--- src/rtl/odrc_pkg.sv ---
// Package for the omni drive ramp controller: types, codes, reset values
// and the small per-tick helper functions. No dependencies.
package odrc_pkg;

	localparam logic [7:0]  RESET_BASE_DUTY      = 8'd190;
	localparam logic [7:0]  RESET_SPEED_STEP     = 8'd1;
	localparam logic [7:0]  RESET_TURN_STEP      = 8'd2;
	localparam logic [7:0]  RESET_SPEED_CEIL     = 8'd255 - RESET_BASE_DUTY;
	localparam logic [15:0] RESET_BLINK_PERIOD   = 16'd250;

	// Configuration register indexes.
	localparam int          CFG_INDEX_W          = 3;
	localparam int          CFG_DATA_W           = 16;
	localparam logic [CFG_INDEX_W-1:0] REG_BASE_DUTY      = 3'd0;
	localparam logic [CFG_INDEX_W-1:0] REG_SPEED_STEP     = 3'd1;
	localparam logic [CFG_INDEX_W-1:0] REG_TURN_STEP      = 3'd2;
	localparam logic [CFG_INDEX_W-1:0] REG_SPEED_CEIL     = 3'd3;
	localparam logic [CFG_INDEX_W-1:0] REG_MAX_TURN_SPEED = 3'd4;
	localparam logic [CFG_INDEX_W-1:0] REG_BLINK_PERIOD   = 3'd5;

	// Remote command bytes.
	localparam logic [7:0] CMD_MOVE_FIRST = 8'h31;
	localparam logic [7:0] CMD_MOVE_LAST  = 8'h38;
	localparam logic [7:0] CMD_TURN_CCW   = 8'h39;
	localparam logic [7:0] CMD_TURN_CW    = 8'h61;
	localparam logic [7:0] CMD_MOVE_STOP  = 8'h62;
	localparam logic [7:0] CMD_TURN_STOP  = 8'h63;
	localparam logic [7:0] CMD_EMERGENCY  = 8'h7A;

	// Pin patterns for spinning in place.
	localparam logic [7:0] PINS_TURN_CW  = 8'h99;
	localparam logic [7:0] PINS_TURN_CCW = 8'h66;

	// Light bits.
	localparam int L_HEAD  = 0;
	localparam int L_TAIL  = 1;
	localparam int L_BRAKE = 2;
	localparam int L_LEFT  = 3;
	localparam int L_RIGHT = 4;

	// Blink timers.
	localparam int T_LEFT_IND  = 0;
	localparam int T_RIGHT_IND = 1;
	localparam int T_EMERG     = 2;

	typedef enum logic [3:0] {
		MOVE_IDLE, MOVE_FWD_LEFT, MOVE_FWD, MOVE_FWD_RIGHT, MOVE_LEFT,
		MOVE_RIGHT, MOVE_BACK_LEFT, MOVE_BACK, MOVE_BACK_RIGHT
	} move_t;

	// Spinning left is counterclockwise, spinning right is clockwise.
	typedef enum logic [1:0] {
		TURN_NONE, TURN_CCW, TURN_CW
	} turn_t;

	typedef struct packed {
		logic [7:0]  base_duty;
		logic [7:0]  speed_step;
		logic [7:0]  turn_step;
		logic [7:0]  speed_ceil;
		logic [7:0]  max_turn_speed;
		logic [15:0] blink_period_ms;
	} cfg_t;

	typedef struct packed {
		logic             emergency;
		move_t            move_dir;
		move_t            pending_move_dir;
		turn_t            turn_dir;
		turn_t            pending_turn_dir;
		logic [7:0]       speed;
		logic [7:0]       turn_speed;
		logic [4:0]       lights;
		logic [2:0][31:0] blink_start;
		logic [2:0]       blink_armed;
		logic [7:0]       pin;
		logic [7:0]       duty;
	} state_t;

	function automatic logic timer_due(logic armed, logic [31:0] start, logic [31:0] now,
			logic [15:0] period);
		logic [31:0] diff;
		diff = now - start;
		return !armed || (diff >= {16'd0, period});
	endfunction

	// From standstill the first step is taken without the ceiling check.
	function automatic logic [7:0] ramp_up(logic [7:0] v, logic [7:0] step, logic [7:0] ceil);
		logic [8:0] n;
		n = {1'b0, v} + {1'b0, step};
		if (v == 8'd0) return step;
		return (n >= {1'b0, ceil}) ? ceil : n[7:0];
	endfunction

	function automatic logic [7:0] ramp_down(logic [7:0] v, logic [7:0] step);
		return (step >= v) ? 8'd0 : v - step;
	endfunction

	function automatic logic [7:0] sat_duty(logic [7:0] base, logic [7:0] r);
		logic [8:0] d;
		d = {1'b0, base} + {1'b0, r};
		return d[8] ? 8'hFF : d[7:0];
	endfunction

	function automatic logic [7:0] move_pins(move_t m);
		logic [7:0] p;
		case (m)
			MOVE_IDLE:       p = 8'h00;
			MOVE_FWD_LEFT:   p = 8'h50;
			MOVE_FWD:        p = 8'h55;
			MOVE_FWD_RIGHT:  p = 8'h05;
			MOVE_LEFT:       p = 8'h5A;
			MOVE_RIGHT:      p = 8'hA5;
			MOVE_BACK_LEFT:  p = 8'h0A;
			MOVE_BACK:       p = 8'hAA;
			MOVE_BACK_RIGHT: p = 8'hA0;
			default:         p = 8'h00;
		endcase
		return p;
	endfunction

	// Entering emergency stops everything; leaving it restores head and tail.
	function automatic state_t emergency_toggle(state_t s, cfg_t c);
		state_t r;
		r = s;
		r.emergency = !s.emergency;
		if (r.emergency) begin
			r.pin              = 8'd0;
			r.duty             = c.base_duty;
			r.speed            = 8'd0;
			r.turn_speed       = 8'd0;
			r.move_dir         = MOVE_IDLE;
			r.pending_move_dir = MOVE_IDLE;
			r.turn_dir         = TURN_NONE;
			r.pending_turn_dir = TURN_NONE;
		end else begin
			r.blink_armed[T_EMERG] = 1'b0;
			r.lights[L_HEAD]       = 1'b1;
			r.lights[L_TAIL]       = 1'b1;
		end
		return r;
	endfunction

	function automatic state_t emergency_blink(state_t s, logic [31:0] now, logic [15:0] period);
		state_t r;
		r = s;
		if (timer_due(s.blink_armed[T_EMERG], s.blink_start[T_EMERG], now, period)) begin
			r.lights[L_HEAD]       = !s.lights[L_HEAD];
			r.lights[L_TAIL]       = !s.lights[L_TAIL];
			r.blink_start[T_EMERG] = now;
			r.blink_armed[T_EMERG] = 1'b1;
		end
		return r;
	endfunction

endpackage

--- src/rtl/odrc_tick_if.sv ---
// Tick channel of the omni drive ramp controller: valid/ready plus the
// tick fields. No dependencies.
interface odrc_tick_if;
	logic        valid;
	logic        ready;
	logic [31:0] now_ms;
	logic        button_pressed;
	logic        cmd_valid;
	logic [7:0]  cmd;

	modport source (output valid, output now_ms, output button_pressed, output cmd_valid,
		output cmd, input ready);
	modport sink (input valid, input now_ms, input button_pressed, input cmd_valid,
		input cmd, output ready);
endinterface

--- src/rtl/odrc_result_if.sv ---
// Result channel of the omni drive ramp controller: valid/ready plus the
// motor and light outputs. No dependencies.
interface odrc_result_if;
	logic       valid;
	logic       ready;
	logic [7:0] motor_pins;
	logic [7:0] duty;
	logic       head_light;
	logic       tail_light;
	logic       brake_light;
	logic       left_indicator;
	logic       right_indicator;
	logic       emergency_active;

	modport source (output valid, output motor_pins, output duty, output head_light,
		output tail_light, output brake_light, output left_indicator,
		output right_indicator, output emergency_active, input ready);
	modport sink (input valid, input motor_pins, input duty, input head_light,
		input tail_light, input brake_light, input left_indicator,
		input right_indicator, input emergency_active, output ready);
endinterface

--- src/rtl/odrc_step.sv ---
// Next-state logic for one control tick: emergency, lighting, ramps and
// command decode. Depends on odrc_pkg.
module odrc_step
	import odrc_pkg::*;
(
	input  state_t      st,
	input  cfg_t        cfg,
	input  logic [31:0] now_ms,
	input  logic        button_pressed,
	input  logic        cmd_valid,
	input  logic [7:0]  cmd,
	output state_t      nx
);

	always_comb begin
		state_t s;
		logic   lwant;
		logic   rwant;
		s = st;
		lwant = 1'b0;
		rwant = 1'b0;

		if (button_pressed) s = emergency_toggle(s, cfg);

		if (s.emergency) begin
			s = emergency_blink(s, now_ms, cfg.blink_period_ms);
		end else begin
			// Lighting uses the directions as they stood at the start of the tick.
			lwant = (s.turn_dir == TURN_CCW) || (s.move_dir inside
				{MOVE_LEFT, MOVE_FWD_LEFT, MOVE_BACK_LEFT});
			rwant = (s.turn_dir == TURN_CW) || (s.move_dir inside
				{MOVE_RIGHT, MOVE_FWD_RIGHT, MOVE_BACK_RIGHT});
			if (lwant && timer_due(s.blink_armed[T_LEFT_IND], s.blink_start[T_LEFT_IND],
					now_ms, cfg.blink_period_ms)) begin
				s.lights[L_LEFT]          = !s.lights[L_LEFT];
				s.blink_start[T_LEFT_IND] = now_ms;
				s.blink_armed[T_LEFT_IND] = 1'b1;
			end else if (rwant && timer_due(s.blink_armed[T_RIGHT_IND],
					s.blink_start[T_RIGHT_IND], now_ms, cfg.blink_period_ms)) begin
				s.lights[L_RIGHT]          = !s.lights[L_RIGHT];
				s.blink_start[T_RIGHT_IND] = now_ms;
				s.blink_armed[T_RIGHT_IND] = 1'b1;
			end
			if (s.turn_dir != TURN_CCW && s.pending_turn_dir != TURN_CCW) begin
				s.lights[L_LEFT]          = 1'b0;
				s.blink_armed[T_LEFT_IND] = 1'b0;
			end
			if (s.turn_dir != TURN_CW && s.pending_turn_dir != TURN_CW) begin
				s.lights[L_RIGHT]          = 1'b0;
				s.blink_armed[T_RIGHT_IND] = 1'b0;
			end
			s.lights[L_BRAKE] = (s.pending_move_dir != s.move_dir);

			// Ramps: a pending change first brings its speed down to zero.
			if (s.pending_turn_dir != s.turn_dir) begin
				s.turn_speed = ramp_down(s.turn_speed, cfg.turn_step);
			end else if (s.turn_dir != TURN_NONE) begin
				s.turn_speed = ramp_up(s.turn_speed, cfg.turn_step, cfg.max_turn_speed);
			end

			case (s.pending_turn_dir)
				TURN_NONE: begin
					if (s.pending_move_dir != s.move_dir) begin
						s.speed = ramp_down(s.speed, cfg.speed_step);
					end else if (s.move_dir != MOVE_IDLE) begin
						s.speed = ramp_up(s.speed, cfg.speed_step, cfg.speed_ceil);
					end
					s.pin  = move_pins(s.pending_move_dir);
					s.duty = (s.pending_move_dir == MOVE_IDLE) ? cfg.base_duty :
						sat_duty(cfg.base_duty, s.speed);
					if (s.speed == 8'd0) s.move_dir = s.pending_move_dir;
				end
				TURN_CW: begin
					s.pin  = PINS_TURN_CW;
					s.duty = sat_duty(cfg.base_duty, s.turn_speed);
				end
				TURN_CCW: begin
					s.pin  = PINS_TURN_CCW;
					s.duty = sat_duty(cfg.base_duty, s.turn_speed);
				end
				default: ;
			endcase
			if (s.turn_speed == 8'd0) s.turn_dir = s.pending_turn_dir;

			if (cmd_valid) begin
				if (cmd inside {[CMD_MOVE_FIRST:CMD_MOVE_LAST]}) begin
					s.pending_move_dir = move_t'(cmd[3:0]);
				end else if (cmd == CMD_TURN_CCW) begin
					s.pending_turn_dir = TURN_CCW;
				end else if (cmd == CMD_TURN_CW) begin
					s.pending_turn_dir = TURN_CW;
				end else if (cmd == CMD_MOVE_STOP) begin
					s.pending_move_dir = MOVE_IDLE;
				end else if (cmd == CMD_TURN_STOP) begin
					s.pending_turn_dir = TURN_NONE;
				end else if (cmd == CMD_EMERGENCY) begin
					// Entry from a command flashes head and tail on the same tick.
					s = emergency_toggle(s, cfg);
					s = emergency_blink(s, now_ms, cfg.blink_period_ms);
				end
			end
		end
		nx = s;
	end

endmodule

--- src/rtl/omni_drive_ramp_controller.sv ---
// Top level of the omni drive ramp controller: tick input register,
// controller state, configuration registers and result register.
// Depends on odrc_pkg, odrc_tick_if, odrc_result_if and odrc_step.

// Each request on the tick channel is one control tick and yields exactly one
// result: the eight H-bridge pins, the common PWM duty, the five lights and the
// emergency flag. A tick is captured in an input register, the next controller
// state is formed in combinational logic, and the result is held in an output
// register; one tick is taken per clock cycle while the result side is not
// stalled, and a result is loaded into the output register when its tick
// advances out of the input register. While a result waits, the input
// register still takes one more tick. Configuration writes
// (index 0 base duty, 1 speed step, 2 turn step, 3 speed ceiling, 4 turn
// ceiling, 5 blink period in ms) act on the ticks that follow them and should
// be made while no tick is in flight. Indexes 6 and 7 are ignored.
module omni_drive_ramp_controller
	import odrc_pkg::*;
(
	input  logic                   clk,
	input  logic                   arst_n,
	input  logic                   cfg_we,
	input  logic [CFG_INDEX_W-1:0] cfg_index,
	input  logic [CFG_DATA_W-1:0]  cfg_data,
	odrc_tick_if.sink              tick,
	odrc_result_if.source          result
);

	cfg_t        cfg_q;
	state_t      state_q;
	state_t      state_nx;

	logic        valid_s1;
	logic [31:0] now_s1;
	logic        button_s1;
	logic        cmd_valid_s1;
	logic [7:0]  cmd_s1;

	logic        res_valid_q;
	logic [7:0]  pins_q;
	logic [7:0]  duty_q;
	logic [4:0]  lights_q;
	logic        emergency_q;

	logic        advance;

	assign advance    = valid_s1 && (!res_valid_q || result.ready);
	assign tick.ready = !valid_s1 || advance;

	always_ff @(posedge clk or negedge arst_n) begin
		if (!arst_n) begin
			cfg_q.base_duty       <= RESET_BASE_DUTY;
			cfg_q.speed_step      <= RESET_SPEED_STEP;
			cfg_q.turn_step       <= RESET_TURN_STEP;
			cfg_q.speed_ceil      <= RESET_SPEED_CEIL;
			cfg_q.max_turn_speed  <= RESET_SPEED_CEIL;
			cfg_q.blink_period_ms <= RESET_BLINK_PERIOD;
		end else if (cfg_we) begin
			case (cfg_index)
				REG_BASE_DUTY:      cfg_q.base_duty       <= cfg_data[7:0];
				REG_SPEED_STEP:     cfg_q.speed_step      <= cfg_data[7:0];
				REG_TURN_STEP:      cfg_q.turn_step       <= cfg_data[7:0];
				REG_SPEED_CEIL:     cfg_q.speed_ceil      <= cfg_data[7:0];
				REG_MAX_TURN_SPEED: cfg_q.max_turn_speed  <= cfg_data[7:0];
				REG_BLINK_PERIOD:   cfg_q.blink_period_ms <= cfg_data;
				default: ;
			endcase
		end
	end

	always_ff @(posedge clk or negedge arst_n) begin
		if (!arst_n) begin
			valid_s1 <= 1'b0;
		end else if (tick.ready) begin
			valid_s1 <= tick.valid;
		end
	end

	always_ff @(posedge clk) begin
		if (tick.valid && tick.ready) begin
			now_s1       <= tick.now_ms;
			button_s1    <= tick.button_pressed;
			cmd_valid_s1 <= tick.cmd_valid;
			cmd_s1       <= tick.cmd;
		end
	end

	odrc_step u_step (
		.st             (state_q),
		.cfg            (cfg_q),
		.now_ms         (now_s1),
		.button_pressed (button_s1),
		.cmd_valid      (cmd_valid_s1),
		.cmd            (cmd_s1),
		.nx             (state_nx)
	);

	always_ff @(posedge clk or negedge arst_n) begin
		if (!arst_n) begin
			state_q.emergency        <= 1'b0;
			state_q.move_dir         <= MOVE_IDLE;
			state_q.pending_move_dir <= MOVE_IDLE;
			state_q.turn_dir         <= TURN_NONE;
			state_q.pending_turn_dir <= TURN_NONE;
			state_q.speed            <= 8'd0;
			state_q.turn_speed       <= 8'd0;
			state_q.lights           <= 5'((1 << L_HEAD) | (1 << L_TAIL));
			state_q.blink_start      <= '0;
			state_q.blink_armed      <= '0;
			state_q.pin              <= 8'd0;
			state_q.duty             <= RESET_BASE_DUTY;
		end else if (advance) begin
			state_q <= state_nx;
		end
	end

	always_ff @(posedge clk or negedge arst_n) begin
		if (!arst_n) begin
			res_valid_q <= 1'b0;
		end else if (advance) begin
			res_valid_q <= 1'b1;
		end else if (result.ready) begin
			res_valid_q <= 1'b0;
		end
	end

	always_ff @(posedge clk) begin
		if (advance) begin
			pins_q      <= state_nx.pin;
			duty_q      <= state_nx.duty;
			lights_q    <= state_nx.lights;
			emergency_q <= state_nx.emergency;
		end
	end

	assign result.valid            = res_valid_q;
	assign result.motor_pins       = pins_q;
	assign result.duty             = duty_q;
	assign result.head_light       = lights_q[L_HEAD];
	assign result.tail_light       = lights_q[L_TAIL];
	assign result.brake_light      = lights_q[L_BRAKE];
	assign result.left_indicator   = lights_q[L_LEFT];
	assign result.right_indicator  = lights_q[L_RIGHT];
	assign result.emergency_active = emergency_q;

	// Emergency mode holds the motors stopped with both ramps at zero.
	a_emergency_stopped: assert property (@(posedge clk) disable iff (!arst_n)
		state_q.emergency |-> (state_q.pin == 8'd0 && state_q.speed == 8'd0 &&
			state_q.turn_speed == 8'd0))
		else $error("motors not stopped in emergency mode");

	// The emergency blink timer is disarmed whenever emergency mode is off.
	a_emerg_timer_idle: assert property (@(posedge clk) disable iff (!arst_n)
		!state_q.emergency |-> !state_q.blink_armed[T_EMERG])
		else $error("emergency blink timer armed outside emergency mode");

	// A tick held in the input register is neither lost nor altered.
	a_tick_held: assert property (@(posedge clk) disable iff (!arst_n)
		(valid_s1 && !advance) |=> (valid_s1 && $stable(now_s1) && $stable(cmd_s1)))
		else $error("stalled tick dropped or overwritten");

	// Every processed tick leaves a result in the output register.
	a_result_loaded: assert property (@(posedge clk) disable iff (!arst_n)
		advance |=> res_valid_q)
		else $error("processed tick produced no result");

endmodule

--- src/flat_wrapper.sv ---
// flat-port wrapper written by rule: the top's interface ports become plain ports
module omni_drive_ramp_controller_flat import odrc_pkg::*;
  (clk, arst_n, cfg_we, cfg_index, cfg_data, tick_valid, tick_now_ms, tick_button_pressed, tick_cmd_valid, tick_cmd, tick_ready, result_valid, result_motor_pins, result_duty, result_head_light, result_tail_light, result_brake_light, result_left_indicator, result_right_indicator, result_emergency_active, result_ready);
  odrc_tick_if tick_i ();
  odrc_result_if result_i ();
  input  logic clk;
  input  logic arst_n;
  input  logic cfg_we;
  input  logic [CFG_INDEX_W-1:0] cfg_index;
  input  logic [CFG_DATA_W-1:0] cfg_data;
  input wire logic [$bits(tick_i.valid)-1:0] tick_valid;
  input wire logic [$bits(tick_i.now_ms)-1:0] tick_now_ms;
  input wire logic [$bits(tick_i.button_pressed)-1:0] tick_button_pressed;
  input wire logic [$bits(tick_i.cmd_valid)-1:0] tick_cmd_valid;
  input wire logic [$bits(tick_i.cmd)-1:0] tick_cmd;
  output wire logic [$bits(tick_i.ready)-1:0] tick_ready;
  output wire logic [$bits(result_i.valid)-1:0] result_valid;
  output wire logic [$bits(result_i.motor_pins)-1:0] result_motor_pins;
  output wire logic [$bits(result_i.duty)-1:0] result_duty;
  output wire logic [$bits(result_i.head_light)-1:0] result_head_light;
  output wire logic [$bits(result_i.tail_light)-1:0] result_tail_light;
  output wire logic [$bits(result_i.brake_light)-1:0] result_brake_light;
  output wire logic [$bits(result_i.left_indicator)-1:0] result_left_indicator;
  output wire logic [$bits(result_i.right_indicator)-1:0] result_right_indicator;
  output wire logic [$bits(result_i.emergency_active)-1:0] result_emergency_active;
  input wire logic [$bits(result_i.ready)-1:0] result_ready;
  assign tick_i.valid = tick_valid;
  assign tick_i.now_ms = tick_now_ms;
  assign tick_i.button_pressed = tick_button_pressed;
  assign tick_i.cmd_valid = tick_cmd_valid;
  assign tick_i.cmd = tick_cmd;
  assign tick_ready = tick_i.ready;
  assign result_valid = result_i.valid;
  assign result_motor_pins = result_i.motor_pins;
  assign result_duty = result_i.duty;
  assign result_head_light = result_i.head_light;
  assign result_tail_light = result_i.tail_light;
  assign result_brake_light = result_i.brake_light;
  assign result_left_indicator = result_i.left_indicator;
  assign result_right_indicator = result_i.right_indicator;
  assign result_emergency_active = result_i.emergency_active;
  assign result_i.ready = result_ready;
  omni_drive_ramp_controller u_core (.clk(clk), .arst_n(arst_n), .cfg_we(cfg_we), .cfg_index(cfg_index), .cfg_data(cfg_data), .tick(tick_i), .result(result_i));
endmodule
--- config.mk ---
export PLATFORM = sky130hd
export DESIGN_NAME = omni_drive_ramp_controller_flat
export DESIGN_NICKNAME = d
export VERILOG_FILES = /design/src/rtl/odrc_pkg.sv /design/src/rtl/odrc_tick_if.sv /design/src/rtl/odrc_result_if.sv /design/src/rtl/odrc_step.sv /design/src/rtl/omni_drive_ramp_controller.sv /design/src/flat_wrapper.sv
export SDC_FILE = /design/constraint.sdc
export NUM_CORES = 1
export LEC_CHECK = 0
export CORE_MARGIN = 4
export CORE_UTILIZATION = 45
export DETAILED_ROUTE_END_ITERATION = 10
export DONT_BUFFER_PORTS = 1
export GPL_TIMING_DRIVEN = 1
export MAX_ROUTING_LAYER = met4
export PLACE_DENSITY = 0.66
export SYNTH_ARGS = -nofsm -noshare
export SYNTH_HDL_FRONTEND = slang
export SYNTH_SLANG_ARGS = --single-unit
export TNS_END_PERCENT = 5
--- constraint.sdc ---
create_clock -name clk -period 5.9 [get_ports clk]
set_input_delay 0.59 -clock clk [delete_from_list [all_inputs] [get_ports clk]]
set_output_delay 0.59 -clock clk [all_outputs]
set_load 0.01 [all_outputs]
==> results.cfg <==
[setup_path]
worstSetupEndpoint = u_core.state_q[1]
critPathMaxFanout = 5
reg2reg_to = u_core.state_q[1]
r2r_start = u_core.button_s1
slowest_stage = edfxtp_1
end_kind = register
worstRegToRegCells = 33
crit_cells = 33
crit_arrival_ns = 6.49
worstPathRequired_ns = 6.39
cp-startpoint = u_core.button_s1
worstSetupPathType = register to register
slowest_delay_ns = 0.43
cp_top_family = compound AO/OA/AOI/OAI gates
reg2reg_slack_ns = -0.1
crit_buf_inv = 5
cp-start-kind = register

[final_layout]
fin_cells = 3150
fill_cells = 4218
nets = 2801
final_common_cell = nand2_1
final_cell_mix = 216 x nand2_1, 209 x inv_1, 201 x ha_1
drive_gt1_frac = 0.189
ff_latch_area_um2 = 7130
multi_input_area_um2 = 13700
syn_to_final_growth_pct = 16.1

[floorplanning]
core-area_um2 = 47000
pin_count = 90
die_area_um2 = 51400
initial_utilization = 0.458
placementRows = 79
die_h_um = 227
fp.dieW_um = 227

[clock_tree]
cts_tree = built
cts_sinks = 271
htreeDepth = 2
clk_latency_ns = 0.55
clkTransAtPathRegs_ns = 0.06
clock_path_buffers = 3
numCtsBuffers = 36
cts_root_buffer = clkbuf_16

[logic_synthesis]
yosysWarnings = 0
syn_area_per_cell_um2 = 8.98
synth_flop_cell = dfrtp_1
synth_edf_count = 64
syn_nets = 2681
yosysSeqAreaShare = 0.331
synth.distinct_cells = 95
synthCells = 2396
synth-async-reset-ratio = 0.764
synth_area_um2 = 21500
ys_seq_elements = 271

[global_route]
overflow = 0
grt_pass1_wl_mm = 102
grt_pass1_vias = 18500
grt_max_degree = 208
track_usage = 0.257
antenna_found_initial = 1

[flow_run]
max-cap-violations = 0

[run_status]
status = finished with violations
violations = negative setup slack

[sta]
grt_setup_unrepaired = yes
period_minus_slack_ns = 6.00
max_freq_ghz = 0.167
slew_viol_final = 0
post-route-period-util = 1.02
worst_slack_ns = -0.0981
finalSetupTns_ns = -0.300
holdWs_ns = 0.0743
slew_headroom = 0.0927
setup_viol = 5
tightest_slew_ns = 1.36
hold_viol = 0
clock_skew_ns = 0.0110

[drt]
drc_errors = 0
wire_per_inst_um = 20.7
postRouteAntennaNets = 0
drtPass1Iterations = 5
via_per_inst = 5.97
vias = 18800
drt_iter0_drc = 1360
postRouteWirelength_mm = 65.1

[hold_path]
holdCritPathClass = primary input to async pin

[power_and_ir_drop]
comb_power_share = 0.586
ir_worst_vdd_uv = 406
p_per_area_nw_per_um2 = 497
clkPwrFrac = 0.184
switchingPower_uw = 5360
p_seq_frac = 0.230
p_sw_frac = 0.432
p_int_uw = 7050
p_leak_uw = 0.0111

[placed_design]
place_inst = 3065
place.port_buffers = 0
gp_congestion = 0.975
pre_cts_ws_ns = -0.360
dp_hpwl_mm = 48.9
state kept, by name, summed over array words and instances (netlist names):
| signal | flops |
|---|---|
| u_core.button_s1 | 1 |
| u_core.cfg_q | 56 |
| u_core.cmd_s1 | 8 |
| u_core.cmd_valid_s1 | 1 |
| u_core.lights_q | 5 |
| u_core.now_s1 | 32 |
| u_core.result.duty | 8 |
| u_core.result.emergency_active | 1 |
| u_core.result.motor_pins | 8 |
| u_core.result.valid | 1 |
| u_core.state_q | 149 |
| u_core.valid_s1 | 1 |
stage by stage:
stage | utilization | total power (uW) | instance area [um^2]
final | 0.532 | 12400 | 25000
after global placement | 0.492 | 9380 | 23100
after detailed placement | 0.492 | 9530 | 23100
after CTS | 0.524 | 12100 | 24600
after global routing | 0.532 | 13300 | 25000
after floorplan | - | 7530 | 21600
worst register-to-register path: cells and delay by family (launching register included):
family,cells,cell delay (ns)
fa+ha+maj,5,1.27
buf+inv,5,0.37
flops,1,0.43
simple gates,8,1.16
compound gates,15,2.67
cell usage after synthesis (all sizes together), types with 44 or more instances:
cell type	count	area (um^2)
edfxtp	64	1920
mux2i	46	460
a21o	56	423
nor2	135	507
nand3	44	238
o21ai	159	796
nand2	220	826
a21oi	212	1060
inv	218	818
xnor2	60	526
mux2	102	1260
dfrtp	181	4530
ha	210	2630
clkbuf	68	256
cell type report:
class / instances / share of cell area
diodes: 1 / 0.000100
clock buffers: 47 / 0.0406
clock inverters: 17 / 0.00821
inverters: 218 / 0.0329
multi-input cells: 1822 / 0.549
flip-flops and latches: 271 / 0.285
well taps: 607 / 0.0304
repair buffers: 167 / 0.0537
logic make-up (layout without fill, tap and decap cells):
kind of cell	count (synthesis)	in the layout	share of synthesized area
AND/OR/NAND/NOR	649	649	0.148
buffers and inverters	303	449	0.0571
other	0	1	0
flip-flops	271	271	0.331
AO/OA/AOI/OAI	714	714	0.216
adder cells (fa/ha/maj)	220	220	0.131
multiplexers	148	148	0.0800
XOR/XNOR	91	91	0.0370
worst min-delay path by stage:
| stage | start | end | cells after the start |
|---|---|---|---|
| 6_report | arst_n | u_core.cfg_q[38] | 1 |
| 5_1_grt | tick_button_pressed | u_core.button_s1 | 0 |
| 4_1_cts | tick_now_ms[0] | u_core.now_s1[0] | 0 |
| 3_5_place_dp | arst_n | u_core.cfg_q[38] | 0 |
| 3_3_place_gp | arst_n | u_core.cfg_q[37] | 0 |
| 2_1_floorplan | arst_n | u_core.cfg_q[0] | 0 |
repair_timing:
| item | in CTS | in global routing |
|---|---|---|
| resized for setup | 50 | 82 |
| setup buffers | 11 | 10 |
| pin swaps | 41 | 75 |
| hold buffers | 1 | 0 |
| endpoints found under the hold margin | 207 | 0 |
| endpoints found under the setup margin | 80 | 86 |
power groups by stage:
stage | Combinational [uW] | Sequential, uW | Clock, uW
finish | 7280 | 2850 | 2280
global route | 8020 | 2910 | 2420
CTS | 6870 | 2840 | 2350
detailed placement | 6670 | 2860 | 0
global placement | 6530 | 2850 | 0
floorplan | 4800 | 2730 | 0
metal layers:
| layer | global-route usage | part of all wire |
|---|---|---|
| met3 | 0.0515 | 0.063 |
| met2 | 0.392 | 0.45 |
| met4 | 0.0762 | 0.029 |
| met1 | 0.348 | 0.46 |
| met5 | - | 0 |
No activity file was read; power rests on OpenSTA's default activity.
